$ cat config.mk
export PLATFORM = sky130hd
export DESIGN_NAME = rfn_ctrl
export DESIGN_NICKNAME = d
export VERILOG_FILES = /design/src/hw/rtl/rfn_pkg.sv /design/src/hw/rtl/rfn_ctrl.sv
export SDC_FILE = /design/constraint.sdc
export NUM_CORES = 1
export LEC_CHECK = 0
export ABC_AREA = 1
export BUFFER_PORTS_ARGS = -buffer_cell sky130_fd_sc_hd__buf_2
export CORE_ASPECT_RATIO = 1.1
export CORE_MARGIN = 3
export CORE_UTILIZATION = 45
export DETAILED_ROUTE_END_ITERATION = 10
export GPL_ROUTABILITY_DRIVEN = 0
export PLACE_DENSITY = 0.73
export SLEW_MARGIN = 0
export SYNTH_ARGS = -nofsm -noshare
export SYNTH_HDL_FRONTEND = slang
export SYNTH_SLANG_ARGS = --single-unit
export TNS_END_PERCENT = 1
$ cat constraint.sdc
create_clock -name clk -period 1.8 [get_ports clk]
set_input_delay 0.18 -clock clk [delete_from_list [all_inputs] [get_ports clk]]
set_output_delay 0.18 -clock clk [all_outputs]
set_load 0.005 [all_outputs]
$ cat src/hw/rtl/rfn_pkg.sv
package rfn_pkg;

  // fixed field widths
  localparam int NUM_SYM        = 256;
  localparam int SYM_W          = 8;
  localparam int COUNT_W        = 32;
  localparam int TOTAL_W        = COUNT_W + SYM_W;
  localparam int OUT_W          = 15;
  localparam int SLOT_IN_W      = 14;
  localparam int SCALE_BITS_DEF = 14;

  // request kinds
  typedef enum logic [1:0] {
    KIND_LOAD      = 2'd0,
    KIND_BUILD     = 2'd1,
    KIND_READ_SYM  = 2'd2,
    KIND_READ_SLOT = 2'd3
  } kind_t;

  // frequency table write operations
  typedef enum logic [2:0] {
    FOP_NONE    = 3'd0,
    FOP_ZERO    = 3'd1,
    FOP_QUOT    = 3'd2,
    FOP_UNIFORM = 3'd3,
    FOP_DEC     = 3'd4,
    FOP_INC     = 3'd5
  } freq_op_t;

  // controller states
  typedef enum logic [4:0] {
    ST_INIT,
    ST_IDLE,
    ST_TOT_RD,
    ST_TOT_ACC,
    ST_TOT_CHK,
    ST_NRM_RD,
    ST_NRM_START,
    ST_NRM_DIV,
    ST_NRM_WR,
    ST_ADJ_CHK,
    ST_SCAN_RD,
    ST_SCAN_CMP,
    ST_ADJ_STEP,
    ST_UNI,
    ST_FILL_RD,
    ST_FILL_LOAD,
    ST_FILL_RUN,
    ST_DONE
  } state_t;

  // commands from controller to datapath
  typedef struct packed {
    logic     accept;
    logic     mem_rd;
    logic     idx_clr;
    logic     idx_inc;
    logic     tot_acc;
    logic     set_uniform;
    logic     div_start;
    logic     div_step;
    freq_op_t freq_op;
    logic     scan_cmp;
    logic     pos_clr;
    logic     fill_load;
    logic     fill_step;
    logic     hist_clear;
  } cmd_t;

  // status from datapath to controller
  typedef struct packed {
    logic idx_last;
    logic total_zero;
    logic hist_zero;
    logic div_last;
    logic sum_gt;
    logic sum_lt;
    logic best_le1;
    logic cnt_zero;
  } stat_t;

endpackage

$ cat src/hw/rtl/rfn_ctrl.sv
module rfn_ctrl (
  input  logic           clk,
  input  logic           rst,
  input  logic           s_tvalid,
  output logic           s_tready,
  input  logic [1:0]     s_kind,
  output logic           m_tvalid,
  input  logic           m_tready,
  output rfn_pkg::cmd_t  cmd,
  input  rfn_pkg::stat_t stat
);
  import rfn_pkg::*;

  state_t state, state_next;
  logic   report;
  logic   take;
  kind_t  kind_in;

  assign kind_in = kind_t'(s_kind);
  assign take    = s_tvalid && s_tready;

  // state register
  always_ff @(posedge clk) begin
    if (rst) begin
      state <= ST_INIT;
    end else begin
      state <= state_next;
    end
  end

  // next state and commands
  always_comb begin
    state_next = state;
    cmd        = '0;
    s_tready   = 1'b0;
    unique case (state)
      ST_INIT: begin
        cmd.idx_clr = 1'b1;
        state_next  = ST_UNI;
      end
      ST_IDLE: begin
        s_tready = !m_tvalid || m_tready;
        if (s_tvalid && s_tready) begin
          cmd.accept = 1'b1;
          cmd.mem_rd = 1'b1;
          if (kind_in == KIND_BUILD) begin
            state_next = ST_TOT_RD;
          end
        end
      end
      ST_TOT_RD: begin
        cmd.mem_rd = 1'b1;
        state_next = ST_TOT_ACC;
      end
      ST_TOT_ACC: begin
        cmd.tot_acc = 1'b1;
        cmd.idx_inc = 1'b1;
        state_next  = stat.idx_last ? ST_TOT_CHK : ST_TOT_RD;
      end
      ST_TOT_CHK: begin
        if (stat.total_zero) begin
          cmd.set_uniform = 1'b1;
          state_next      = ST_UNI;
        end else begin
          state_next = ST_NRM_RD;
        end
      end
      ST_NRM_RD: begin
        cmd.mem_rd = 1'b1;
        state_next = ST_NRM_START;
      end
      ST_NRM_START: begin
        if (stat.hist_zero) begin
          cmd.freq_op = FOP_ZERO;
          cmd.idx_inc = 1'b1;
          state_next  = stat.idx_last ? ST_ADJ_CHK : ST_NRM_RD;
        end else begin
          cmd.div_start = 1'b1;
          state_next    = ST_NRM_DIV;
        end
      end
      ST_NRM_DIV: begin
        cmd.div_step = 1'b1;
        if (stat.div_last) begin
          state_next = ST_NRM_WR;
        end
      end
      ST_NRM_WR: begin
        cmd.freq_op = FOP_QUOT;
        cmd.idx_inc = 1'b1;
        state_next  = stat.idx_last ? ST_ADJ_CHK : ST_NRM_RD;
      end
      ST_ADJ_CHK: begin
        if (stat.sum_gt || stat.sum_lt) begin
          state_next = ST_SCAN_RD;
        end else begin
          cmd.pos_clr = 1'b1;
          state_next  = ST_FILL_RD;
        end
      end
      ST_SCAN_RD: begin
        cmd.mem_rd = 1'b1;
        state_next = ST_SCAN_CMP;
      end
      ST_SCAN_CMP: begin
        cmd.scan_cmp = 1'b1;
        cmd.idx_inc  = 1'b1;
        state_next   = stat.idx_last ? ST_ADJ_STEP : ST_SCAN_RD;
      end
      ST_ADJ_STEP: begin
        if (stat.sum_gt) begin
          if (stat.best_le1) begin
            cmd.pos_clr = 1'b1;
            state_next  = ST_FILL_RD;
          end else begin
            cmd.freq_op = FOP_DEC;
            state_next  = ST_ADJ_CHK;
          end
        end else begin
          cmd.freq_op = FOP_INC;
          state_next  = ST_ADJ_CHK;
        end
      end
      ST_UNI: begin
        cmd.freq_op = FOP_UNIFORM;
        cmd.idx_inc = 1'b1;
        if (stat.idx_last) begin
          cmd.pos_clr = 1'b1;
          state_next  = ST_FILL_RD;
        end
      end
      ST_FILL_RD: begin
        cmd.mem_rd = 1'b1;
        state_next = ST_FILL_LOAD;
      end
      ST_FILL_LOAD: begin
        cmd.fill_load = 1'b1;
        state_next    = ST_FILL_RUN;
      end
      ST_FILL_RUN: begin
        if (stat.cnt_zero) begin
          cmd.idx_inc = 1'b1;
          state_next  = stat.idx_last ? ST_DONE : ST_FILL_RD;
        end else begin
          cmd.fill_step = 1'b1;
        end
      end
      ST_DONE: begin
        cmd.hist_clear = 1'b1;
        state_next     = ST_IDLE;
      end
      default: state_next = ST_INIT;
    endcase
  end

  // result valid and build report flag
  always_ff @(posedge clk) begin
    if (rst) begin
      m_tvalid <= 1'b0;
      report   <= 1'b0;
    end else begin
      if (state == ST_IDLE && take && kind_in != KIND_BUILD) begin
        m_tvalid <= 1'b1;
      end else if (state == ST_DONE && report) begin
        m_tvalid <= 1'b1;
      end else if (m_tready) begin
        m_tvalid <= 1'b0;
      end
      if (state == ST_IDLE && take && kind_in == KIND_BUILD) begin
        report <= 1'b1;
      end else if (state == ST_DONE) begin
        report <= 1'b0;
      end
    end
  end

  // checks
  a_no_take_on_stall: assert property (@(posedge clk) disable iff (rst)
    (m_tvalid && !m_tready) |-> !s_tready)
    else $error("request taken while result stalled");

  a_build_goes_busy: assert property (@(posedge clk) disable iff (rst)
    (take && kind_in == KIND_BUILD) |=> (state != ST_IDLE && !m_tvalid))
    else $error("build did not start");

  a_build_reports: assert property (@(posedge clk) disable iff (rst)
    (state == ST_DONE && report) |=> (m_tvalid && state == ST_IDLE))
    else $error("build result not presented");

  a_lookup_result: assert property (@(posedge clk) disable iff (rst)
    (take && kind_in != KIND_BUILD) |=> m_tvalid)
    else $error("lookup result missing");

endmodule

==> summary.md <==
| Metric | Value |
|---|---|
| Status | finished, final reports clean |
| CTS tree | yes |
| First-pass GRT wire length | 3.629 mm |
| Leak pwr | 0.6250 nW |
| Synth warnings | 0 |
| Final Cycle Share | 0.9456 |
| Mapped Area | 752.0 µm² |
| Synth top area share | 0.2097 |
| Commonest cells in the netlist | 42 x nand2_1, 28 x nor2_1, 24 x inv_1, 16 x nand3_1 |
| Post-Syn Nets | 159 |
| Clk buf depth | 2 |
| Design area | 954.7 µm² |
| F_max | 0.5875 GHz |
| Layout cell share with drive strength beyond 1 | 0.2570 |
| # Post-CTS Setup Buffers | 0 |
| Share of power burned in the clock network | 0.120 |
| DIE HEIGHT | 48.88 µm |
| Required @ worst endpoint | 1620 ps |
| Antenna violation net count after detailed routing | 0 |
| Max cap viols | 0 |
| Largest family of logic cells by synthesized area | simple AND/OR/NAND/NOR gates |
| Max IR drop VDD | 0.0006382 V |
| Max-slew headroom | 0.8392 |
| CTS sink count | 7 |
| Placed standard-cell area | 915.9 µm² |
| Critical path cell sequence | nor2_2 > nand2_1 > nor2_1 > inv_1 > nand2_1 > a21oi_1 > nand3_1 > buf_2 |
| Internal | 580.9 µW |
| Worst Reg-to-Reg Cells | 9 |
| R2R Path End | state[3] |
| FFs w/ async S/R, synth | 0 |
| Post-synth top flop | dfxtp_1 |
| ANT cells | 0 |
| Worst Max-Slew Pin Slew | 241.0 ps |
| Adder-Cell Fraction of Synth Area | 0 |
| Vias in the first global route | 837 |
| Synth area leaders | nand2_1 21%, dfxtp_1 19%, nor2_1 14%, inv_1 12%, nand3_1 11% |
| Avg Inst Size Synth | 5.186 µm² |
| Simple-gate area share of the yosys netlist | 0.5674 |
| GRT Total Usage | 0.2160 |
| Pwr Density | 1273 nW/µm² |
| Crit path DAT | 1520 ps |
| CP endpoint kind | output port |
| Initial Util | 0.5111 |
| CP startpoint kind | flop |
| Sw Ratio | 0.5221 |
| Total wire length | 2.166 mm |
| Setup slack, reg-to-reg | 360 ps |
| RSZ-0062 raised after global routing | true |
| DR pass1 iterations | 5 |
| Synth Register Bits | 7 |
| Avg WL per Cell | 11.11 µm |
| Post-synth top area cell | nand2_1 |
| Post-synthesis share of cell area spent on xor and xnor gates | 0 |
| CTS Buf Count | 3 |
| Post-detail-place hpwl | 1.812 mm |
| Slowest-stage cell, CP | dfxtp_1 |
| Critical Path Max Stage Delay | 340 ps |
| Hold buffers post-CTS | 0 |
| Syn Inst Count | 145 |
| Final design utilization | 0.6488 |
| Overall die width | 44.98 µm |
| Initial antenna violation count | 0 |
| Die footprint | 2198 µm² |
| CP endpoint | cmd[12] |
| DRT iter0 DRCs | 38 |
| Period minus WS final | 1702 ps |
| Total Nets Final | 194 |
| Synth Area in Compound Gates | 0.1065 |
| Final hold vios | 0 |
| Via count | 999 |
| Largest net degree at the start of global routing | 11 |
| FF-to-FF Start | state[0] |
| Max H-tree Level | 1 |
| Post-synth EDFFs | 0 |
| Residual DRC | 0 |
| Final Skew | 0.4000 ps |
| Cell variety after synth | 19 |
| TNS Setup | 0 ps |
| Final setup viols | 0 |
| Count leader, synth | nand2_1 |
| Clock tree root buffer cell | clkbuf_4 |
| Multiplexer share of the synthesized area | 0 |
| Part of the power in registers | 0.219 |
| Area delta synth->final | 26.96% |
| Combinational Power Share | 0.661 |
| Most used cell, CP | nand2_1 |
| Start point of the critical path | state[0] |
| Core area | 1471 µm² |
| Seq/Total Area, Yosys | 0.1864 |
| Global-route congestion overflow total | 0 |
| Switching power | 634.6 µW |
| Hold Crit Class | in -> reg |
| Skew-Pair Late Insertion Delay | 250 ps |
| Crit Path Category | reg -> out |
| Vias per inst | 5.123 |
| Max-slew violation count | 0 |
| Top Ports | 32 |
| Rows | 14 |
| CP max FO | 6 |
| I/O Buffers | 31 |
| Clk slew on worst S/H paths | 50 ps |
==> through the flow <==
step / setup WS, ps / total power [mW] / cells / hold slack, ps
finish: 98.00 / 1.216 / 195 / 167.1
global route: -12.91 / 1.351 / 195 / 169.2
CTS: 78.76 / 1.194 / 195 / 160.9
detailed placement: 258.0 / 1.043 / 191 / 433.3
global placement: 298.0 / 1.035 / 191 / 430.2
floorplan: 529.1 / 0.7935 / 145 / 249.1
==> layer usage <==
metal | up-vias | global-route usage | wire length [µm]
li1 | 530 | - | -
met1 | 423 | 0.2885 | 929
met2 | 40 | 0.3208 | 1048
met3 | 6 | 0.02214 | 131
met4 | 0 | 0.1317 | 57
met5 | - | 0 | 0
==> worst min path at each step <==
stage,startpoint,end,slack (ps),cells past startpoint
floorplan,rst,report,250,1
global placement,rst,report,430,2
detailed placement,rst,state[1],430,2
CTS,rst,state[1],160,2
global route,rst,state[1],170,2
finish,rst,state[2],170,2
==> cells in the final DEF (no fill, tap or decap), types with 2 or more instances in the layout <==
cell and count:
nor2_2 3, a21oi_1 7, nand4_1 3, dfxtp_2 3
nand3_1 16, clkbuf_4 3, buf_2 31, o21ai_0 2
nor3_2 2, nor2_1 28, nand2_1 42, inv_1 24
dfxtp_1 3, o211ai_1 2
==> worst max-delay path: cells and delay by family, from the launching register on <==
family	cells	cell delay, ps
AO/OA/AOI/OAI	1	50
flip-flops	1	340
buffers and inverters	2	190
AND/OR/NAND/NOR	5	680
==> registers in the layout (all words and copies together) (netlist names) <==
| name | flops |
|---|---|
| m_tvalid | 1 |
| report | 1 |
| state | 5 |
==> cells by family after synthesis <==
group / Yosys count
flip-flops: 7
AO/OA/AOI/OAI: 14
AND/OR/NAND/NOR: 98
buffers and inverters: 26
==> repair_timing <==
| action | CTS | global route |
|---|---|---|
| cloned | 0 | 0 |
| resized for setup | 1 | 5 |
| setup endpoints to repair | 1 | 4 |
| pin swaps | 0 | 0 |
==> power by group through the flow <==
stage	clock (mW)	sequential, mW	combinational (mW)
finish	0.146	0.267	0.803
global route	0.163	0.272	0.916
global placement	0	0.253	0.782
CTS	0.152	0.252	0.789
floorplan	0	0.244	0.550
detailed placement	0	0.255	0.787
==> final cells by class <==
class	count	area [µm²]
well taps	16	20.02
flip-flops and latches	7	147.6
multi-input cells	112	511.7
repair buffers	31	155.1
inverters	25	93.84
clock buffers	4	26.28
fillers	161	516.7
Power figures use the tool's default switching activity.
